<file path="config.mk">
export PLATFORM = sky130hd
export DESIGN_NAME = battery_voltage_monitor_top
export DESIGN_NICKNAME = d
export VERILOG_FILES = /design/src/design/bvm_pkg.sv /design/src/design/bvm_div.sv /design/src/design/bvm_window.sv /design/src/design/battery_voltage_monitor_top.sv
export SDC_FILE = /design/constraint.sdc
export NUM_CORES = 1
export LEC_CHECK = 0
export BUFFER_PORTS_ARGS = -buffer_cell sky130_fd_sc_hd__buf_4
export CAP_MARGIN = 20
export CORE_MARGIN = 3
export CORE_UTILIZATION = 53
export DETAILED_ROUTE_END_ITERATION = 8
export PLACE_DENSITY = 0.72
export SYNTH_ARGS = -nofsm -noshare
export SYNTH_HDL_FRONTEND = slang
export SYNTH_SLANG_ARGS = --single-unit
</file>
<file path="constraint.sdc">
create_clock -name clk -period 16.6 [get_ports clk]
set_input_delay 3.32 -clock clk [delete_from_list [all_inputs] [get_ports clk]]
set_output_delay 3.32 -clock clk [all_outputs]
set_load 0.03 [all_outputs]
</file>
<file path="src/design/bvm_pkg.sv">
// Shared types and constants for the battery voltage monitor.
package bvm_pkg;

  localparam int WINDOW_LEN_DEF  = 8;
  localparam int SAMPLE_BITS_DEF = 10;

  localparam int CFG_W     = 10;
  localparam int CFG_IDX_W = 2;
  localparam int FUNC_W    = 2;
  localparam int VOLT_W    = 8;
  localparam int OHM_W     = CFG_W + 1;
  localparam int LIM_W     = 8;

  // voltage quotient bits below the saturation check
  localparam int VDIV_BITS = 8;
  localparam int VSCALE    = 33;
  localparam logic [VOLT_W-1:0] VOLT_SAT = 8'hFF;

  localparam logic [FUNC_W-1:0] FUNC_SAMPLE  = 2'd0;
  localparam logic [FUNC_W-1:0] FUNC_PWR_ON  = 2'd1;
  localparam logic [FUNC_W-1:0] FUNC_PWR_OFF = 2'd2;

  localparam logic [CFG_IDX_W-1:0] REG_JUMP_LIMIT = 2'd0;
  localparam logic [CFG_IDX_W-1:0] REG_DIV_LOW    = 2'd1;
  localparam logic [CFG_IDX_W-1:0] REG_DIV_HIGH   = 2'd2;
  localparam logic [CFG_IDX_W-1:0] REG_LOW_LIMIT  = 2'd3;

  localparam logic [CFG_W-1:0] JUMP_LIMIT_RST = 10'd50;
  localparam logic [CFG_W-1:0] DIV_LOW_RST    = 10'd100;
  localparam logic [CFG_W-1:0] DIV_HIGH_RST   = 10'd402;
  localparam logic [LIM_W-1:0] LOW_LIMIT_RST  = 8'd0;

  typedef enum logic [3:0] {
    ST_IDLE,
    ST_AVG,
    ST_UPD,
    ST_MUL1,
    ST_MUL2,
    ST_VSTART,
    ST_VDIV,
    ST_FIN,
    ST_DONE
  } state_t;

  typedef struct packed {
    logic busy;
    logic done;
    logic ovf;
  } div_stat_t;

endpackage

</file>
<file path="src/design/bvm_div.sv">
// Restoring divider, one quotient bit per cycle after an overflow check.
module bvm_div import bvm_pkg::*; #(
  parameter int DIV_W = 48,
  parameter int QUO_W = SAMPLE_BITS_DEF
) (
  input  logic                         clk,
  input  logic                         rst_n,
  input  logic                         start,
  input  logic [$clog2(QUO_W+1)-1:0]   nbits,
  input  logic [DIV_W-1:0]             num,
  input  logic [DIV_W-1:0]             den,
  output logic [QUO_W-1:0]             quo,
  output div_stat_t                    stat
);

  localparam int CNT_W = $clog2(QUO_W+1);

  logic             busy_r, done_r, first_r, ovf_r;
  logic [CNT_W-1:0] cnt_r;
  logic [DIV_W-1:0] rem_r, dsh_r;
  logic [QUO_W-1:0] quo_r;
  logic             ge;

  assign ge = (rem_r >= dsh_r);

  always_ff @(posedge clk) begin
    if (!rst_n) begin
      busy_r  <= 1'b0;
      done_r  <= 1'b0;
      first_r <= 1'b0;
      cnt_r   <= '0;
    end else begin
      done_r <= 1'b0;
      if (start) begin
        busy_r  <= 1'b1;
        first_r <= 1'b1;
        cnt_r   <= nbits;
      end else if (busy_r) begin
        if (first_r) begin
          first_r <= 1'b0;
        end else begin
          cnt_r <= cnt_r - CNT_W'(1);
          if (cnt_r == CNT_W'(1)) begin
            busy_r <= 1'b0;
            done_r <= 1'b1;
          end
        end
      end
    end
  end

  always_ff @(posedge clk) begin
    if (start) begin
      rem_r <= num;
      dsh_r <= den << nbits;
      quo_r <= '0;
      ovf_r <= 1'b0;
    end else if (busy_r) begin
      dsh_r <= dsh_r >> 1;
      if (first_r) begin
        // quotient would not fit in nbits
        ovf_r <= ge;
      end else begin
        quo_r <= {quo_r[QUO_W-2:0], ge};
        if (ge) begin
          rem_r <= rem_r - dsh_r;
        end
      end
    end
  end

  assign quo       = quo_r;
  assign stat.busy = busy_r;
  assign stat.done = done_r;
  assign stat.ovf  = ovf_r;

endmodule

</file>
<file path="src/design/bvm_window.sv">
// Sample ring memory with per-entry valid bits and a restart fill value.
module bvm_window import bvm_pkg::*; #(
  parameter int WINDOW_LEN  = WINDOW_LEN_DEF,
  parameter int SAMPLE_BITS = SAMPLE_BITS_DEF
) (
  input  logic                           clk,
  input  logic                           rst_n,
  input  logic [$clog2(WINDOW_LEN)-1:0]  raddr,
  output logic [SAMPLE_BITS-1:0]         rdata,
  input  logic                           we,
  input  logic [$clog2(WINDOW_LEN)-1:0]  waddr,
  input  logic [SAMPLE_BITS-1:0]         wdata,
  input  logic                           clr,
  input  logic [SAMPLE_BITS-1:0]         clr_val
);

  logic [SAMPLE_BITS-1:0] mem [WINDOW_LEN];
  logic [WINDOW_LEN-1:0]  vld_r;
  logic [SAMPLE_BITS-1:0] fill_r;
  logic [SAMPLE_BITS-1:0] rd_r;
  logic                   rvld_r;

  always_ff @(posedge clk) begin
    if (we) begin
      mem[waddr] <= wdata;
    end
    rd_r <= mem[raddr];
  end

  // an entry not written since the last restart reads as the fill value
  always_ff @(posedge clk) begin
    if (!rst_n) begin
      vld_r  <= '0;
      fill_r <= '0;
      rvld_r <= 1'b0;
    end else begin
      rvld_r <= vld_r[raddr];
      if (clr) begin
        vld_r  <= '0;
        fill_r <= clr_val;
      end else if (we) begin
        vld_r[waddr] <= 1'b1;
      end
    end
  end

  assign rdata = rvld_r ? rd_r : fill_r;

endmodule

</file>
<file path="src/design/battery_voltage_monitor_top.sv">
// Battery voltage monitor: sequencer, config registers and datapath around a restoring divider.
// Order, one beat at a time: a sample beat runs ST_AVG, ST_UPD, ST_MUL1, ST_MUL2, ST_VSTART,
//   ST_VDIV, ST_FIN; a power command beat goes straight to ST_DONE. out_valid is registered
//   from ST_DONE once the output is free and leaves on an edge with out_ready high. The
//   average is a reciprocal multiply; the divider scales the voltage in VDIV_BITS + 1 steps (9).
// Reset: synchronous active-low rst_n clears window, sum, slot, power and config to defaults.
module battery_voltage_monitor_top import bvm_pkg::*; #(
  parameter int WINDOW_LEN  = WINDOW_LEN_DEF,
  parameter int SAMPLE_BITS = SAMPLE_BITS_DEF
) (
  input  logic                   clk,
  input  logic                   rst_n,
  input  logic                   in_valid,
  output logic                   in_ready,
  input  logic [FUNC_W-1:0]      in_func,
  input  logic [SAMPLE_BITS-1:0] in_sample,
  output logic                   out_valid,
  input  logic                   out_ready,
  output logic [VOLT_W-1:0]      out_voltage,
  output logic                   out_power_on,
  output logic                   out_shutoff,
  output logic                   out_restarted,
  input  logic                   cfg_valid,
  output logic                   cfg_ready,
  input  logic [CFG_IDX_W-1:0]   cfg_index,
  input  logic [CFG_W-1:0]       cfg_data
);

  localparam int SLOT_W = $clog2(WINDOW_LEN);
  localparam int SUM_W  = $clog2(WINDOW_LEN * ((1 << SAMPLE_BITS) - 1) + 1);
  localparam int P1_W   = SUM_W + 6;
  localparam int NUM_W  = P1_W + OHM_W;
  localparam int LWL_W  = CFG_W + $clog2(WINDOW_LEN + 1);
  localparam int DEN_W  = LWL_W + SAMPLE_BITS;
  localparam int DIV_W  = (NUM_W > DEN_W + VDIV_BITS) ? NUM_W : DEN_W + VDIV_BITS;
  localparam int CNT_W  = $clog2(VDIV_BITS + 1);
  localparam int CMP_W  = (SAMPLE_BITS > CFG_W) ? SAMPLE_BITS : CFG_W;

  // average by reciprocal multiply, exact for every sum below 2^SUM_W
  localparam int AVG_SH = SUM_W + $clog2(WINDOW_LEN);
  localparam int RCP_W  = SUM_W + 2;
  localparam int PRD_W  = SUM_W + RCP_W;
  localparam logic [RCP_W-1:0] AVG_RCP =
    RCP_W'(((longint'(1) << AVG_SH) + longint'(WINDOW_LEN) - 1) / longint'(WINDOW_LEN));

  state_t state_r, state_nxt;

  logic [CFG_W-1:0] jump_r, low_r, high_r;
  logic [LIM_W-1:0] lim_r;

  logic [FUNC_W-1:0]      func_r;
  logic [SAMPLE_BITS-1:0] samp_r;
  logic [SUM_W-1:0]       sum_r;
  logic [SLOT_W-1:0]      slot_r, slot_nxt;
  logic                   power_r, power_nxt;
  logic [VOLT_W-1:0]      last_volt_r, vnew;
  logic                   restart_r, shut_r;
  logic [P1_W-1:0]        p1_r;
  logic [OHM_W-1:0]       ohm_r;
  logic [LWL_W-1:0]       lowwl_r;
  logic [NUM_W-1:0]       num_r;
  logic [SAMPLE_BITS-1:0] avg_r;
  logic [PRD_W-1:0]       avg_prd;

  logic                   out_valid_r, out_power_r, out_shut_r, out_restart_r;
  logic [VOLT_W-1:0]      out_volt_r;

  logic                   accept, out_free, restart;
  logic [CMP_W-1:0]       avg_x, samp_x, diff;
  logic [SAMPLE_BITS-1:0] old_entry;

  logic                   div_start;
  logic [CNT_W-1:0]       div_nbits;
  logic [DIV_W-1:0]       div_num, div_den;
  logic [VDIV_BITS-1:0]   div_q;
  div_stat_t              div_st;

  assign accept    = in_valid && in_ready;
  assign in_ready  = rst_n && (state_r == ST_IDLE);
  assign out_free  = !out_valid_r || out_ready;
  assign cfg_ready = rst_n;
  assign slot_nxt  = (slot_r == SLOT_W'(WINDOW_LEN - 1)) ? '0 : slot_r + SLOT_W'(1);

  always_ff @(posedge clk) begin
    if (!rst_n) begin
      jump_r <= JUMP_LIMIT_RST;
      low_r  <= DIV_LOW_RST;
      high_r <= DIV_HIGH_RST;
      lim_r  <= LOW_LIMIT_RST;
    end else if (cfg_valid) begin
      unique case (cfg_index)
        REG_JUMP_LIMIT: jump_r <= cfg_data;
        REG_DIV_LOW:    low_r  <= cfg_data;
        REG_DIV_HIGH:   high_r <= cfg_data;
        REG_LOW_LIMIT:  lim_r  <= cfg_data[LIM_W-1:0];
      endcase
    end
  end

  always_ff @(posedge clk) begin
    if (!rst_n) begin
      state_r <= ST_IDLE;
    end else begin
      state_r <= state_nxt;
    end
  end

  always_comb begin
    state_nxt = state_r;
    unique case (state_r)
      ST_IDLE: begin
        if (accept) begin
          state_nxt = (in_func == FUNC_SAMPLE) ? ST_AVG : ST_DONE;
        end
      end
      ST_AVG:    state_nxt = ST_UPD;
      ST_UPD:    state_nxt = ST_MUL1;
      ST_MUL1:   state_nxt = ST_MUL2;
      ST_MUL2:   state_nxt = ST_VSTART;
      ST_VSTART: state_nxt = ST_VDIV;
      ST_VDIV: begin
        if (div_st.done) state_nxt = ST_FIN;
      end
      ST_FIN:    state_nxt = ST_DONE;
      ST_DONE: begin
        if (out_free) state_nxt = ST_IDLE;
      end
      default:   state_nxt = ST_IDLE;
    endcase
  end

  // voltage divide starts from ST_VSTART
  assign div_start = (state_r == ST_VSTART);
  assign div_num   = DIV_W'(num_r);
  assign div_den   = DIV_W'(lowwl_r) << SAMPLE_BITS;
  assign div_nbits = CNT_W'(VDIV_BITS);

  bvm_div #(
    .DIV_W (DIV_W),
    .QUO_W (VDIV_BITS)
  ) u_div (
    .clk   (clk),
    .rst_n (rst_n),
    .start (div_start),
    .nbits (div_nbits),
    .num   (div_num),
    .den   (div_den),
    .quo   (div_q),
    .stat  (div_st)
  );

  bvm_window #(
    .WINDOW_LEN  (WINDOW_LEN),
    .SAMPLE_BITS (SAMPLE_BITS)
  ) u_window (
    .clk     (clk),
    .rst_n   (rst_n),
    .raddr   (slot_nxt),
    .rdata   (old_entry),
    .we      ((state_r == ST_UPD) && !restart),
    .waddr   (slot_nxt),
    .wdata   (samp_r),
    .clr     ((state_r == ST_UPD) && restart),
    .clr_val (samp_r)
  );

  assign avg_prd = PRD_W'(sum_r) * PRD_W'(AVG_RCP);
  assign avg_x   = CMP_W'(avg_r);
  assign samp_x  = CMP_W'(samp_r);
  assign diff    = (samp_x > avg_x) ? samp_x - avg_x : avg_x - samp_x;
  assign restart = (diff > CMP_W'(jump_r));
  assign vnew    = div_st.ovf ? VOLT_SAT : div_q[VOLT_W-1:0];

  always_comb begin
    priority if (func_r == FUNC_PWR_ON) begin
      power_nxt = 1'b1;
    end else if (func_r == FUNC_PWR_OFF) begin
      power_nxt = 1'b0;
    end else if (func_r == FUNC_SAMPLE) begin
      power_nxt = power_r && !shut_r;
    end else begin
      power_nxt = power_r;
    end
  end

  always_ff @(posedge clk) begin
    if (!rst_n) begin
      sum_r       <= '0;
      slot_r      <= '0;
      power_r     <= 1'b0;
      last_volt_r <= '0;
      out_valid_r <= 1'b0;
    end else begin
      if (state_r == ST_UPD) begin
        if (restart) begin
          sum_r  <= SUM_W'(samp_r) * SUM_W'(WINDOW_LEN);
          slot_r <= '0;
        end else begin
          sum_r  <= sum_r - SUM_W'(old_entry) + SUM_W'(samp_r);
          slot_r <= slot_nxt;
        end
      end
      if (state_r == ST_FIN) begin
        last_volt_r <= vnew;
      end
      if ((state_r == ST_DONE) && out_free) begin
        power_r     <= power_nxt;
        out_valid_r <= 1'b1;
      end else if (out_ready) begin
        out_valid_r <= 1'b0;
      end
    end
  end

  always_ff @(posedge clk) begin
    if (accept) begin
      func_r    <= in_func;
      samp_r    <= in_sample;
      restart_r <= 1'b0;
      shut_r    <= 1'b0;
    end
    if (state_r == ST_AVG) begin
      avg_r <= SAMPLE_BITS'(avg_prd >> AVG_SH);
    end
    if (state_r == ST_UPD) begin
      restart_r <= restart;
    end
    if (state_r == ST_MUL1) begin
      p1_r    <= P1_W'(sum_r) * P1_W'(VSCALE);
      ohm_r   <= OHM_W'(low_r) + OHM_W'(high_r);
      lowwl_r <= LWL_W'(low_r) * LWL_W'(WINDOW_LEN);
    end
    if (state_r == ST_MUL2) begin
      num_r <= NUM_W'(p1_r) * NUM_W'(ohm_r);
    end
    if (state_r == ST_FIN) begin
      shut_r <= power_r && (lim_r != '0) && (vnew < lim_r);
    end
    if ((state_r == ST_DONE) && out_free) begin
      out_volt_r    <= last_volt_r;
      out_power_r   <= power_nxt;
      out_shut_r    <= shut_r;
      out_restart_r <= restart_r;
    end
  end

  assign out_valid     = out_valid_r;
  assign out_voltage   = out_volt_r;
  assign out_power_on  = out_power_r;
  assign out_shutoff   = out_shut_r;
  assign out_restarted = out_restart_r;

`ifndef SYNTHESIS
  a_shut_cuts_power: assert property (@(posedge clk) disable iff (!rst_n)
    out_valid && out_shutoff |-> !out_power_on)
    else $error("shutoff reported with power still on");

  a_div_done_waited: assert property (@(posedge clk) disable iff (!rst_n)
    div_st.done |-> (state_r == ST_VDIV))
    else $error("divider finished while sequencer not waiting");

  a_one_at_a_time: assert property (@(posedge clk) disable iff (!rst_n)
    accept |=> !in_ready)
    else $error("second beat taken while first still in work");

  a_shut_needs_limit: assert property (@(posedge clk) disable iff (!rst_n)
    out_valid && out_shutoff |-> (lim_r != '0))
    else $error("shutoff with limit disabled");
`endif

endmodule

</file>
==> impl_metrics.py <==
metrics = {
    "sta": {
        "fmax_mhz": 137,
        "fin_crit_sh_pct": 43.8,
        "fin_ws_ps": 9330,
        "finClkSkew_ps": 23.9,
        "drv_slew": 0,
        "setup_viol": 0,
        "tightest_slew_ps": 930,
        "hold_violations": 0,
        "rsz0062_at_grt": "false",
        "slew_headroom_pct": 37.9,
        "setup_tns_ps": 0,
        "fin_crit_ps": 7270,
    },
    "clock_network": {
        "cts_tree": "done",
        "clkTransAtPathRegs_ps": 70,
        "cts.repair.resized": 0,
        "cts_root_buffer": "clkbuf_16",
        "htreeDepth": 2,
        "cts_buffers": 38,
        "hold_buffers": 0,
        "clkLatencyLatePin_ps": 550,
        "cts_num_sinks": 361,
        "cts_setup_buffers": 0,
        "clockBufferDepth": 3,
    },
    "yosys": {
        "async_flop_share_pct": 0,
        "synth_top_cells_by_count": "309 x inv_1, 296 x nand2_1, 228 x edfxtp_1",
        "yosysTopAreaCellShare_pct": 28.0,
        "synth-edff-count": 228,
        "yosysWarningCount": 0,
        "syn_nets": 2809,
        "synth.largest_area_cell": "edfxtp_1",
        "yosysSeqAreaShare_pct": 38.9,
        "synth_most_common_cell": "inv_1",
        "syn_area_um2": 24400,
        "ys_ff_latch": 361,
        "synth_flop_cell": "edfxtp_1",
        "ys_types": 75,
        "yosys-top-cells-area": "edfxtp_1 28%, fa_1 14%, dfxtp_1 11%, ha_1 9.6%, inv_1 4.7%",
        "postSynthAreaPerCell_um2": 10.1,
        "synthCells": 2425,
    },
    "power_and_ir_drop": {
        "finalPower_mw": 4.86,
        "p_sw_mw": 1.99,
        "p_sw_share_pct": 40.9,
        "p_comb_share_pct": 53.2,
        "p_leak_nw": 11.6,
        "clock_power_share_pct": 19.2,
        "pwr_density_cell_nw_per_um2": 182,
        "p_seq_share_pct": 27.6,
        "ir_drop_uv": 161,
        "p_int_mw": 2.87,
    },
    "die": {
        "die_x_um": 221,
        "die_y_um": 221,
        "rows": 78,
        "die_area_um2": 48700,
        "initial_core_util_pct": 53.8,
        "coreArea_um2": 45500,
        "io_pins": 43,
    },
    "worst_setup_path": {
        "start_kind": "input pin",
        "critPathRequiredTime_ps": 13280,
        "cp_cell_sequence": "buf_4, and3_1, buf_4",
        "slowest_stage": "buf_4",
        "cp_max_fo": 19,
        "crit_path_end_kind": "primary output",
        "cpPeakStageDelay_ps": 230,
        "cp.arrival_ps": 3950,
        "cp_common_cell": "buf_4",
        "worstSetupPathType": "in2out",
    },
    "job": {
        "maxCapViolCount": 0,
    },
    "global_routing": {
        "grt_usage_pct": 23.1,
        "grt_pass1_vias": 17700,
        "grt_max_degree": 63,
        "grt_pass1_wl_um": 89800,
        "grt-ovfl-total": 0,
        "antenna_found_initial": 0,
    },
    "placed_design": {
        "dpl.hpwl_um": 41000,
        "numPortBuffers": 42,
        "post-place-ws_ps": 9320,
        "globalplace.congestion": 0.870,
        "place_area_um2": 25300,
    },
    "route": {
        "drt-pass1-iter-count": 7,
        "drc": 0,
        "vias": 17200,
        "routed_wl_um": 55500,
        "viasPerCell": 5.63,
        "ant_nets": 0,
        "wl_per_cell_um": 18.2,
        "first_iter_violations": 985,
    },
    "finish": {
        "drive_gt1_share_pct": 7.46,
        "nNetsFinal": 2808,
        "syn_to_final_growth_pct": 9.25,
        "diodes": 0,
        "nFillCells": 3787,
        "design_area_um2": 26700,
        "post-route-util_pct": 58.7,
    },
    "min_path": {
        "min_path_type": "reg2reg",
    },
    "status": {
        "outcome": "complete, no violations",
    },
}
## area by class of cell
type                       count  area (um2)  area share (%)
tap                          600         751            2.81
clock buffer                  52        1180            4.43
multi-input combinational   1651       13400            50.2
timing repair buffer          63         477            1.78
clock inverter                18         210           0.787
sequential                   361        9510            35.6
inverter                     309        1160            4.34
## placed cells by master, fill, tap and decap left out, drive strengths merged, types with 19 or more instances in the layout
cell type,instances
o21ai,58
nand2,296
fa,167
edfxtp,228
mux2i,75
and2,115
nand2b,22
clkbuf,52
nand3,31
a21o,64
ha,188
nor2,147
xor2,30
dfxtp,133
xnor2,56
nor3,30
buf,63
o21a,19
inv,317
a21oi,149
## path summary, 6_finish.rpt
| path | depth (start not counted) | start | end | slack [ps] |
|---|---|---|---|---|
| hold / removal | 0 | restart_r | out_restarted | 420 |
| hold reg to reg | 0 | restart_r | out_restarted | 420 |
| setup / recovery | 3 | rst_n | in_ready | 9330 |
| setup reg to reg | 22 | samp_r[2] | u_window.mem[4][5] | 10240 |
## state kept, by name (all words and copies together), names as in the netlist, 10 cells and up
name,cells
u_div.rem_r,32
u_window.mem,80
samp_r,10
u_window.fill_r,10
jump_r,10
p1_r,19
num_r,30
high_r,10
sum_r,13
u_window.rd_r,10
lowwl_r,10
avg_r,10
ohm_r,11
u_div.dsh_r,31
low_r,10
## critical path: cells and delay by family
family        cells  cell delay [ps]
simple gates      1              230
buf+inv           2              400
## power by group through the flow
stage               Combinational [mW]  Clock [mW]  Sequential [mW]
floorplan                         2.02           0             1.29
global placement                  2.49           0             1.35
detailed placement                2.57           0             1.36
CTS                               2.59       0.941             1.34
global route                      2.94       0.974             1.36
finish                            2.58       0.932             1.34
## kinds of logic after synthesis
logic type,share of synthesized area (%)
multiplexers,4.38
adder cells (fa/ha/maj),23.3
XOR/XNOR,3.08
AND/OR/NAND/NOR,13.8
AO/OA/AOI/OAI,10.1
buffers and inverters,6.40
flip-flops,38.9
## per-stage QoR
step	std cells	hold WS, ps
after floorplan	2425	400
after global placement	2982	414
after detailed placement	2984	405
after CTS	3054	419
after global routing	3054	421
final	3054	417
## routing by layer
metal | share of wire (%) | track usage, %
met1 | 44 | 31.0
met2 | 48 | 39.0
met3 | 5.7 | 3.41
met4 | 3.0 | 7.19
met5 | 0 | 0
No activity file was read; power rests on OpenSTA's default activity.
